<file path="src/rtl/hwbp_pkg.sv">
// ----------------------------------------------------------------------------
// hwbp_pkg: shared types and constants of the breakpoint slot table
// Operation, kind and status codes, the slot record and the DR7 code helpers.
// ----------------------------------------------------------------------------
package hwbp_pkg;

	// Slot table size, clamped to the four debug address registers.
	localparam int NUM_SLOTS  = 4;
	localparam int MAX_HW     = 4;
	localparam int TABLE_SIZE = (NUM_SLOTS < 1) ? 1 : ((NUM_SLOTS > MAX_HW) ? MAX_HW : NUM_SLOTS);

	// Field widths.
	localparam int OP_W     = 2;
	localparam int ADDR_W   = 64;
	localparam int LEN_W    = 8;
	localparam int SLEN_W   = 4;
	localparam int KIND_W   = 2;
	localparam int STATUS_W = 3;
	localparam int COUNT_W  = 3;
	localparam int DR7_W    = 32;
	localparam int IDX_W    = 2;

	// Request codes.
	localparam logic [OP_W-1:0] OP_INSERT = 2'd0;
	localparam logic [OP_W-1:0] OP_REMOVE = 2'd1;
	localparam logic [OP_W-1:0] OP_CLEAR  = 2'd2;

	// Slot kinds.
	localparam logic [KIND_W-1:0] KIND_BREAK  = 2'd0;
	localparam logic [KIND_W-1:0] KIND_WRITE  = 2'd1;
	localparam logic [KIND_W-1:0] KIND_ACCESS = 2'd2;

	// Status codes.
	localparam logic [STATUS_W-1:0] STAT_OK          = 3'd0;
	localparam logic [STATUS_W-1:0] STAT_INVALID     = 3'd1;
	localparam logic [STATUS_W-1:0] STAT_UNSUPPORTED = 3'd2;
	localparam logic [STATUS_W-1:0] STAT_FULL        = 3'd3;
	localparam logic [STATUS_W-1:0] STAT_EXISTS      = 3'd4;
	localparam logic [STATUS_W-1:0] STAT_NOT_FOUND   = 3'd5;

	// DR7 layout.
	localparam logic [DR7_W-1:0] DR7_BASE   = 32'h0000_0600;
	localparam logic [1:0]       DR7_GLOBAL = 2'h2;
	localparam logic [1:0]       RW_BREAK   = 2'h0;
	localparam logic [1:0]       RW_WRITE   = 2'h1;
	localparam logic [1:0]       RW_ACCESS  = 2'h3;
	localparam logic [1:0]       LN_ONE     = 2'h0;
	localparam logic [1:0]       LN_TWO     = 2'h1;
	localparam logic [1:0]       LN_FOUR    = 2'h3;
	localparam logic [1:0]       LN_EIGHT   = 2'h2;

	// One breakpoint or watchpoint slot.
	typedef struct packed {
		logic [ADDR_W-1:0] addr;
		logic [SLEN_W-1:0] len;
		logic [KIND_W-1:0] kind;
	} slot_t;

	// DR7 read/write field for a slot kind.
	function automatic logic [1:0] dr7_rw_field(input logic [KIND_W-1:0] k);
		logic [1:0] c;
		case (k)
			KIND_WRITE:  c = RW_WRITE;
			KIND_ACCESS: c = RW_ACCESS;
			default:     c = RW_BREAK;
		endcase
		return c;
	endfunction

	// DR7 length field for a slot length.
	function automatic logic [1:0] dr7_len_field(input logic [SLEN_W-1:0] l);
		logic [1:0] c;
		case (l)
			4'd2:    c = LN_TWO;
			4'd4:    c = LN_FOUR;
			4'd8:    c = LN_EIGHT;
			default: c = LN_ONE;
		endcase
		return c;
	endfunction

endpackage

</file>
<file path="src/rtl/hw_breakpoint_slot_table.sv">
// ----------------------------------------------------------------------------
// hw_breakpoint_slot_table: hardware breakpoint slot allocator with DR7 builder
// Inserts, removes and clears breakpoint and watchpoint slots and reports the
// resulting debug register image after every request.
// ----------------------------------------------------------------------------
// Usage:
//   A request word (op, addr, len, kind) is taken at a rising edge where start
//   is high and busy is low. Its result is shown for exactly one cycle with
//   done high: status, count, dr7, dr0..dr3 and hw_enable. The receiver cannot
//   stall; the result must be taken in that cycle.
// Timing:
//   Clear, unused codes and rejected inserts need no table search: done rises
//   in the cycle after the request, and a new request may be taken every
//   cycle. Insert and remove search the table with one shared slot comparator,
//   one slot per cycle. An insert searches every used slot and then appends,
//   or stops at a duplicate; a remove that hits slot h then moves the last
//   slot into the hole, and a miss searches every used slot. The block stays
//   busy and takes no new word until done rises.
// Reset:
//   arst_n clears the slot count and the sequencer; the table is then empty
//   and slot contents are not cleared, since only used slots are ever read.
// ----------------------------------------------------------------------------
module hw_breakpoint_slot_table (
	input  logic                            clk,
	input  logic                            arst_n,
	input  logic                            start,
	output logic                            busy,
	input  logic [hwbp_pkg::OP_W-1:0]       op,
	input  logic [hwbp_pkg::ADDR_W-1:0]     addr,
	input  logic [hwbp_pkg::LEN_W-1:0]      len,
	input  logic [hwbp_pkg::KIND_W-1:0]     kind,
	output logic                            done,
	output logic [hwbp_pkg::STATUS_W-1:0]   status,
	output logic [hwbp_pkg::COUNT_W-1:0]    count,
	output logic [hwbp_pkg::DR7_W-1:0]      dr7,
	output logic [hwbp_pkg::ADDR_W-1:0]     dr0,
	output logic [hwbp_pkg::ADDR_W-1:0]     dr1,
	output logic [hwbp_pkg::ADDR_W-1:0]     dr2,
	output logic [hwbp_pkg::ADDR_W-1:0]     dr3
	,
	output logic                            hw_enable
);
	import hwbp_pkg::*;

	typedef enum logic [1:0] {
		ST_IDLE,
		ST_SCAN,
		ST_MOVE
	} state_t;

	state_t                state_q;
	logic [COUNT_W-1:0]    count_q;
	logic [COUNT_W-1:0]    idx_q;
	logic [IDX_W-1:0]      hit_q;
	logic                  done_q;
	logic [STATUS_W-1:0]   status_q;

	// Latched request word.
	logic [OP_W-1:0]       req_op_q;
	logic [ADDR_W-1:0]     req_addr_q;
	logic [LEN_W-1:0]      req_len_q;
	logic [KIND_W-1:0]     req_kind_q;

	slot_t                 slots_q [MAX_HW];

	logic                  accept;
	logic [LEN_W-1:0]      len_eff;
	logic                  len_ok;
	logic                  aligned;
	slot_t                 cur;
	logic                  match;
	logic                  scan_end;
	logic                  wr_en;
	logic [IDX_W-1:0]      wr_idx;
	slot_t                 wr_data;

	assign accept = start && (state_q == ST_IDLE);
	assign busy   = (state_q != ST_IDLE);

	// Request checks on the incoming word; a code breakpoint always has length 1.
	assign len_eff = (kind == KIND_BREAK) ? LEN_W'(1) : len;
	assign len_ok  = (len == 8'd1) || (len == 8'd2) || (len == 8'd4) || (len == 8'd8);
	assign aligned = ((addr[2:0] & (len[2:0] - 3'd1)) == 3'd0);

	// Shared slot comparator, fed from the scan index.
	assign cur      = slots_q[idx_q[IDX_W-1:0]];
	assign match    = (cur.addr == req_addr_q) && (cur.kind == req_kind_q)
	                  && ({{(LEN_W-SLEN_W){1'b0}}, cur.len} == req_len_q);
	assign scan_end = (idx_q == count_q);

	// Table write: append on a successful insert, fill the hole on a remove.
	always_comb begin
		wr_en   = 1'b0;
		wr_idx  = count_q[IDX_W-1:0];
		wr_data = '{addr: req_addr_q, len: req_len_q[SLEN_W-1:0], kind: req_kind_q};
		if (state_q == ST_SCAN && scan_end && req_op_q == OP_INSERT) begin
			wr_en = 1'b1;
		end else if (state_q == ST_MOVE) begin
			wr_en   = 1'b1;
			wr_idx  = hit_q;
			wr_data = cur;
		end
	end

	// Slot storage and request capture; no reset needed.
	always_ff @(posedge clk) begin
		if (wr_en) begin
			slots_q[wr_idx] <= wr_data;
		end
		if (accept) begin
			req_op_q   <= op;
			req_addr_q <= addr;
			req_len_q  <= len_eff;
			req_kind_q <= kind;
		end
	end

	// Sequencer with slot count and registered result status.
	always_ff @(posedge clk or negedge arst_n) begin
		if (!arst_n) begin
			state_q  <= ST_IDLE;
			count_q  <= '0;
			idx_q    <= '0;
			hit_q    <= '0;
			done_q   <= 1'b0;
			status_q <= STAT_OK;
		end else begin
			done_q <= 1'b0;
			unique case (state_q)
				ST_IDLE: begin
					idx_q <= '0;
					if (start) begin
						unique case (op)
							OP_INSERT: begin
								if (kind != KIND_BREAK && kind != KIND_WRITE
								    && kind != KIND_ACCESS) begin
									status_q <= STAT_UNSUPPORTED;
									done_q   <= 1'b1;
								end else if (kind != KIND_BREAK && !(len_ok && aligned)) begin
									status_q <= STAT_INVALID;
									done_q   <= 1'b1;
								end else if (count_q >= COUNT_W'(TABLE_SIZE)) begin
									status_q <= STAT_FULL;
									done_q   <= 1'b1;
								end else begin
									state_q <= ST_SCAN;
								end
							end
							OP_REMOVE: begin
								state_q <= ST_SCAN;
							end
							OP_CLEAR: begin
								count_q  <= '0;
								status_q <= STAT_OK;
								done_q   <= 1'b1;
							end
							default: begin
								status_q <= STAT_INVALID;
								done_q   <= 1'b1;
							end
						endcase
					end
				end
				ST_SCAN: begin
					if (scan_end) begin
						// Searched every used slot without a hit.
						if (req_op_q == OP_INSERT) begin
							count_q  <= count_q + COUNT_W'(1);
							status_q <= STAT_OK;
						end else begin
							status_q <= STAT_NOT_FOUND;
						end
						done_q  <= 1'b1;
						state_q <= ST_IDLE;
					end else if (match) begin
						if (req_op_q == OP_INSERT) begin
							status_q <= STAT_EXISTS;
							done_q   <= 1'b1;
							state_q  <= ST_IDLE;
						end else begin
							hit_q   <= idx_q[IDX_W-1:0];
							idx_q   <= count_q - COUNT_W'(1);
							state_q <= ST_MOVE;
						end
					end else begin
						idx_q <= idx_q + COUNT_W'(1);
					end
				end
				ST_MOVE: begin
					count_q  <= count_q - COUNT_W'(1);
					status_q <= STAT_OK;
					done_q   <= 1'b1;
					state_q  <= ST_IDLE;
				end
				default: begin
					state_q <= ST_IDLE;
				end
			endcase
		end
	end

	// Debug register image built from the used slots.
	logic [ADDR_W-1:0] dr_addr [MAX_HW];

	always_comb begin
		dr7 = '0;
		for (int i = 0; i < MAX_HW; i++) begin
			dr_addr[i] = '0;
			if (COUNT_W'(i) < count_q) begin
				dr_addr[i]         = slots_q[i].addr;
				dr7[2*i +: 2]      = DR7_GLOBAL;
				dr7[16 + 4*i +: 2] = dr7_rw_field(slots_q[i].kind);
				dr7[18 + 4*i +: 2] = dr7_len_field(slots_q[i].len);
			end
		end
		if (count_q != '0) begin
			dr7 = dr7 | DR7_BASE;
		end
	end

	assign done      = done_q;
	assign status    = status_q;
	assign count     = count_q;
	assign dr0       = dr_addr[0];
	assign dr1       = dr_addr[1];
	assign dr2       = dr_addr[2];
	assign dr3       = dr_addr[3];
	assign hw_enable = (count_q != '0);

`ifndef SYNTH
	// An accepted word either finishes next cycle or keeps the block busy.
	a_accept_progress: assert property (@(posedge clk) disable iff (!arst_n)
		(start && !busy) |=> (done || busy))
		else $error("accepted word neither finished nor kept block busy");

	// The slot count never exceeds the table size.
	a_count_range: assert property (@(posedge clk) disable iff (!arst_n)
		count_q <= COUNT_W'(TABLE_SIZE))
		else $error("slot count beyond table size");

	// A successful insert grows the table by exactly one slot.
	a_insert_grows: assert property (@(posedge clk) disable iff (!arst_n)
		(state_q == ST_SCAN && scan_end && req_op_q == OP_INSERT)
		|=> (count_q == $past(count_q) + COUNT_W'(1)) && done && status == STAT_OK)
		else $error("insert did not add a slot");

	// The remove move step only runs on a non-empty table.
	a_move_nonempty: assert property (@(posedge clk) disable iff (!arst_n)
		(state_q == ST_MOVE) |-> (count_q != '0) && busy && !done)
		else $error("slot move on empty table");
`endif

endmodule
</file>
<file path="config.mk">
export PLATFORM = sky130hd
export DESIGN_NAME = hw_breakpoint_slot_table
export DESIGN_NICKNAME = d
export VERILOG_FILES = /design/src/rtl/hwbp_pkg.sv /design/src/rtl/hw_breakpoint_slot_table.sv
export SDC_FILE = /design/constraint.sdc
export NUM_CORES = 1
export LEC_CHECK = 0
export BUFFER_PORTS_ARGS = -buffer_cell sky130_fd_sc_hd__buf_2
export CAP_MARGIN = 20
export CORE_ASPECT_RATIO = 0.9
export CORE_UTILIZATION = 40
export CTS_BUF_LIST = sky130_fd_sc_hd__clkbuf_16
export DETAILED_ROUTE_END_ITERATION = 7
export GPL_TIMING_DRIVEN = 0
export HOLD_SLACK_MARGIN = 0.08
export PLACE_DENSITY = 0.7
export SLEW_MARGIN = 20
export SYNTH_ARGS = -nofsm -noshare
export SYNTH_HDL_FRONTEND = slang
export SYNTH_SLANG_ARGS = --single-unit
</file>
<file path="constraint.sdc">
create_clock -name clk -period 11.5 [get_ports clk]
set_input_delay 2.875 -clock clk [delete_from_list [all_inputs] [get_ports clk]]
set_output_delay 2.875 -clock clk [all_outputs]
set_load 0.005 [all_outputs]
</file>
Word level (Yosys, flattened, before mapping):

Memory sizes are Yosys's and may differ from the RTL's.
Index checks and enable logic that the tools add are counted.

* muxes and demuxes: 66
* equal/unequal tests: 48
* reductions and logical operators: 28
* bitwise gates (word level): 3
* add/subtract/negate cells: 4
* magnitude comparators: 5

Operators with widths (count)
* $mux 64: 4
* $mux 70: 2
* $eq 64x64->1: 1
* $mux 3: 15
* $pmux 3 s3: 3
* $mux 2: 13
* $pmux 2 s2: 6
* $pmux 2 s3: 4
* $eq 4x2->1 const B: 4
* $eq 4x3->1 const B: 4
* $eq 4x4->1 const B: 4
* $mux 4: 4
* $ne 3x3->1 const B: 5
* $eq 2x1->1 const B: 6
* $eq 2x2->1 const B: 6
* $reduce_and 6->1: 2
* $mux 1: 11
* $mux 11: 1
* $ne 2x2->1 const B: 5
* $logic_and 1x1->1: 9
* $eq 4x8->1: 1
* $eq 8x1->1 const B: 1
* $eq 8x2->1 const B: 1
* $eq 8x3->1 const B: 1
* other kinds (26): 41

* memories kept: 1
* input port bits: 79
* memory bits (writable): 280
* output and inout bits: 297
* logic and storage cells: 165
* bits in registers: 90

Memories
* slots_q: words 4, width 70, read ports 5, clocked after memory_dff 0, wr ports 1, RTL line hw_breakpoint_slot_table.sv:64 `slot_t slots_q [MAX_HW];`

Logic depth before layout (Yosys ltp):

* depth in word-level cells: 12
* gate-level depth with buffers: 13

Worst setup path before layout:

No wires, ideal clock.

* path kind: register to register
* start point: register idx_q[1]
* end point: memory slots_q[0][0] (netlist bit), enable pin
* slack: 2.224 ns
* arrival time: 8.587 ns
* period minus slack after synthesis: 9.276 ns
* cell stages (with the launch flop): 11
* cell sequence: dfrtp_1 -> buf_6 -> buf_6 -> buf_4 -> buf_2 -> xnor2_1 -> nand3_1 -> inv_1 -> nand2_1 -> nor2_1 -> o41ai_1

* cells in the longest elaborated chain, start to end: 6

RTL lines
* from (decl): RTL line hw_breakpoint_slot_table.sv:53 `logic [COUNT_W-1:0] idx_q;`
* from (signal assigned): RTL line hw_breakpoint_slot_table.sv:182 `idx_q <= count_q - COUNT_W'(1);`
* from (signal assigned): RTL line hw_breakpoint_slot_table.sv:186 `idx_q <= idx_q + COUNT_W'(1);`
* $eq 3x3->1 *: RTL line hw_breakpoint_slot_table.sv:89 `assign scan_end = (idx_q == count_q);`
* $logic_and 1x1->1 * (2 in a row): RTL line hw_breakpoint_slot_table.sv:96 `if (state_q == ST_SCAN && scan_end && req_op_q == OP_INSERT) begin`
* $mux 1: RTL line hw_breakpoint_slot_table.sv:96
* $mux 1: RTL line hw_breakpoint_slot_table.sv:107 `if (wr_en) begin`
* $mux 1 (not written as such): RTL line hw_breakpoint_slot_table.sv:108 `slots_q[wr_idx] <= wr_data;`
* to (decl): RTL line hw_breakpoint_slot_table.sv:64

Mark *: on every way between the ends. The rest lies on a longest branch, timed or not.

Worst setup path after layout:

* start point: register count_q[2], in the netlist count[2]
* end point: output dr2[49] (netlist bit)

* cells in the longest elaborated chain, start to end: 2

RTL lines
* from (decl): RTL line hw_breakpoint_slot_table.sv:52 `logic [COUNT_W-1:0] count_q;`
* from (signal assigned): RTL line hw_breakpoint_slot_table.sv:168 `count_q <= count_q + COUNT_W'(1);`
* from (signal assigned): RTL line hw_breakpoint_slot_table.sv:190 `count_q <= count_q - COUNT_W'(1);`
* $lt 2x3->1: RTL line hw_breakpoint_slot_table.sv:209 `if (COUNT_W'(i) < count_q) begin`
* $mux 64: RTL line hw_breakpoint_slot_table.sv:209
* to (decl): RTL line hw_breakpoint_slot_table.sv:38 `output logic [hwbp_pkg::ADDR_W-1:0] dr2,`

No other way between the ends.

==> impl_metrics.csv <==
group,metric,value,unit
cells_and_area,final_cells,2369,
setup_path,r2r_cells,17,
setup_path,crit_type,"flip-flop to output port",
routing,drc,0,
timing,fmax,142,MHz
floorplanning,io_pins,376,
timing,rsz0062_at_grt,"no",
routing,dr.first_iter.drc_count,1355,
timing,min_period_over_period,61.1,%
clocking,cts.sink_count,370,
synth,synthDistinctLibCells,66,
routing,postRouteWirelength,66.3,mm
clocking,clock_path_buffers,3,
outcome,outcome,"complete, no violations",
timing,final-hold-violation-count,0,
grt,grt_pass1_wl,92.0,mm
floorplanning,fp.coreArea,44300,sq um
clocking,cts_resized,0,
synth,async_flop_share,3.78,%
timing,worstMarginPinSlew,1.16,ns
routing,wl_per_cell,28.0,um
timing,skew,0.0198,ns
placement,place_inst,2298,
min_path,whs_endpoint,"status[2]$_DFFE_PN0P_",
clocking,cts.hold.buffers_added,0,
synth,synth_area_per_cell,14.0,sq um
synth,syn_inst,1288,
floorplanning,die_h,203,um
cells_and_area,n_fill_cell,3845,
placement,dpl_cell_area,21100,sq um
timing,worst_hold_slack,0.490,ns
timing,fin_crit,7.03,ns
setup_path,cp_max_fo,10,
power,power,4.33,mW
cells_and_area,post-route-util,50.4,%
power,peakVddDrop,119,uV
routing,drtPass1Iterations,5,
routing,viasPerCell,5.57,
clocking,htreeDepth,2,
synth,yosysTopAreaCell,"edfxtp_1",
cells_and_area,design_area,22300,sq um
placement,dp_hpwl,49.2,mm
synth,synthTopCellsByArea,"edfxtp_1, and2_1, mux4_2",
floorplanning,initial_core_util,40.6,%
setup_path,cp-end-kind,"output port",
synth,synth_edf_count,356,
placement,portBuffers,365,
min_path,holdCritStartpoint,"status[2]$_DFFE_PN0P_",
synth,synthFlopType,"edfxtp_1",
setup_path,r2r-end,"slots_q[0][64]$_DFFE_PP_",
setup_path,critPathLaunchType,"flip-flop",
flow_run,cap_violations,0,
setup_path,required,8.63,ns
clocking,cts-root-buf,"clkbuf_16",
min_path,hp-class,"flip-flop to flip-flop",
cells_and_area,nets,1835,
clocking,cts_tree,"done",
setup_path,worstPathArrival,4.15,ns
cells_and_area,syn_to_final_growth,24.2,%
clocking,numCtsBuffers,41,
synth,ys_seq_elements,370,
floorplanning,dieArea,45800,sq um
synth,netlist.area_leader.share,59.4,%
timing,slew-limit-headroom,22.5,%
timing,setup_viol,0,
clocking,clk_latency,0.56,ns
floorplanning,placementRows,73,
routing,antenna_left,0,
routing,vias,13200,
power,power_density,194,nW/um^2
setup_path,reg2reg_from,"idx_q[1]$_DFFE_PN0P_",
grt,antenna_found_initial,3,
grt,overflow,0,
clocking,clk_pin_slew_worst_paths,0.06,ns
floorplanning,die-width,226,um
synth,synth_seq_area_share,61.4,%
cells_and_area,drive_gt1_share,35.2,%
grt,grtUsageTotal,28.6,%
placement,gp_congestion,1.01,
setup_path,reg2reg_slack,6.46,ns
grt,grt_pass1_vias,12900,
min_path,hold_depth,1,
grt,grt_max_degree,55,
synth,synth_area,18000,sq um
clocking,post_cts_buffers,0,
power,p_leak,8.89,nW
synth,ys.warnings.count,0,
timing,slew_viol_final,0,
==> cells in the final DEF (no fill, tap or decap), types with 9 or more instances in the layout <==
cell type and n:
buf_2 392, edfxtp_1 356, and2_1 195, nor2b_1 75, mux2_2 67, nor2_1 59, nand2_1 50, xnor2_1 49
mux4_2 48, inv_1 44, clkbuf_16 41, clkbuf_1 40, o21ai_0 39, mux2i_1 37, buf_4 23, xor2_1 15
ha_1 15, a21oi_1 14, nand3_1 14, dfrtp_1 14, buf_6 11, nand4_1 11, conb_1 10, nor4_1 9
buf_8 9
==> registers in the layout, summed over array words and instances (netlist names) <==
name,cells
hit_q,2
status,3
req_op_q,2
req_kind_q,2
count,3
slots_q,280
req_addr_q,64
done,1
state_q,2
req_len_q,8
idx_q,3
==> through the flow <==
| stage | setup WS (ns) | TNS [ns] |
|---|---|---|
| 6_report | 4.47 | 0 |
| 5_1_grt | 4.30 | 0 |
| 4_1_cts | 4.45 | 0 |
| 3_5_place_dp | 5.04 | 0 |
| 3_3_place_gp | -5.26 | -675.03 |
| 2_1_floorplan | 2.22 | 0 |
==> synthesized netlist by cell type (4+ instances only) <==
cell type,number
dfrtp_1,14
a2111oi_0,7
mux4_2,48
a222oi_1,4
o21ai_0,40
xor2_1,15
nor3_1,5
o22ai_1,7
nor4_1,9
buf_2,16
edfxtp_1,356
a22oi_1,8
o211ai_1,4
nor2_1,59
a21oi_1,14
mux2i_1,37
mux2_2,67
nand2_1,50
nand4_1,11
nor2b_1,75
nand3_1,14
buf_4,19
buf_6,5
xnor2_1,49
o32ai_1,5
clkbuf_1,40
nand2b_1,4
and2_1,195
ha_1,15
inv_1,36
==> critical path, cell delays in order, from the launching register on <==
cell and delay [ns]:
dfrtp_1 0.48, clkbuf_1 0.42, a21oi_1 1.03, clkbuf_1 0.65
clkbuf_1 0.64, nor2b_1 0.19, buf_2 0.18
==> layout make-up <==
| class | count | area [sq um] | share of cell area (%) |
|---|---|---|---|
| Antenna cell | 4 | 10.0 | 0.0448 |
| Sequential cell | 370 | 11000 | 49.4 |
| Tap cell | 600 | 751 | 3.36 |
| Timing Repair Buffer | 401 | 2280 | 10.2 |
| Multi-Input combinational cell | 808 | 6450 | 28.9 |
| Clock buffer | 41 | 1030 | 4.59 |
| Clock inverter | 26 | 193 | 0.863 |
| Inverter | 36 | 140 | 0.628 |
| Buffer | 83 | 440 | 1.97 |
==> power by group <==
part | leakage, nW | internal (mW) | switching (mW) | total, mW
clock | 0.623 | 0.709 | 0.534 | 1.24
sequential | 3.44 | 1.63 | 0.0701 | 1.70
combinational | 4.83 | 0.514 | 0.879 | 1.39
==> worst max path at each step <==
stage | from | to | slack [ns] | depth (start not counted)
final | count[2]$_DFFE_PN0P_ | dr2[49] | 4.47 | 6
after detailed placement | count[2]$_DFFE_PN0P_ | dr2[49] | 5.04 | 6
after CTS | count[2]$_DFFE_PN0P_ | dr2[49] | 4.45 | 6
after global placement | idx_q[1]$_DFFE_PN0P_ | slots_q[0][51]$_DFFE_PP_ | -5.26 | 10
after global routing | count[2]$_DFFE_PN0P_ | dr2[55] | 4.30 | 6
after floorplan | idx_q[1]$_DFFE_PN0P_ | slots_q[0][0]$_DFFE_PP_ | 2.22 | 10
==> layer usage <==
layer	track usage [%]	wire length, um	share of wire (%)	vias to the layer above
met3	5.53	5890	8.9	111
met4	9.65	2280	3.4	2
met5	0	17	0.026	-
met1	39.1	27200	41	6673
li1	-	-	-	5632
met2	45.8	30900	47	768
==> cells by family (layout without fill, tap and decap cells) <==
group / Yosys count / count (layout) / synth area share (%)
other: 1 / 14 / 0.0208
adder cells (fa/ha/maj): 15 / 15 / 1.04
AND/OR/NAND/NOR: 434 / 434 / 13.6
XOR/XNOR: 64 / 64 / 3.12
flip-flops: 370 / 370 / 61.4
buffers and inverters: 119 / 587 / 3.20
AO/OA/AOI/OAI: 128 / 128 / 4.97
multiplexers: 157 / 157 / 12.6
Note: power is estimated with default switching activity, not from simulation.
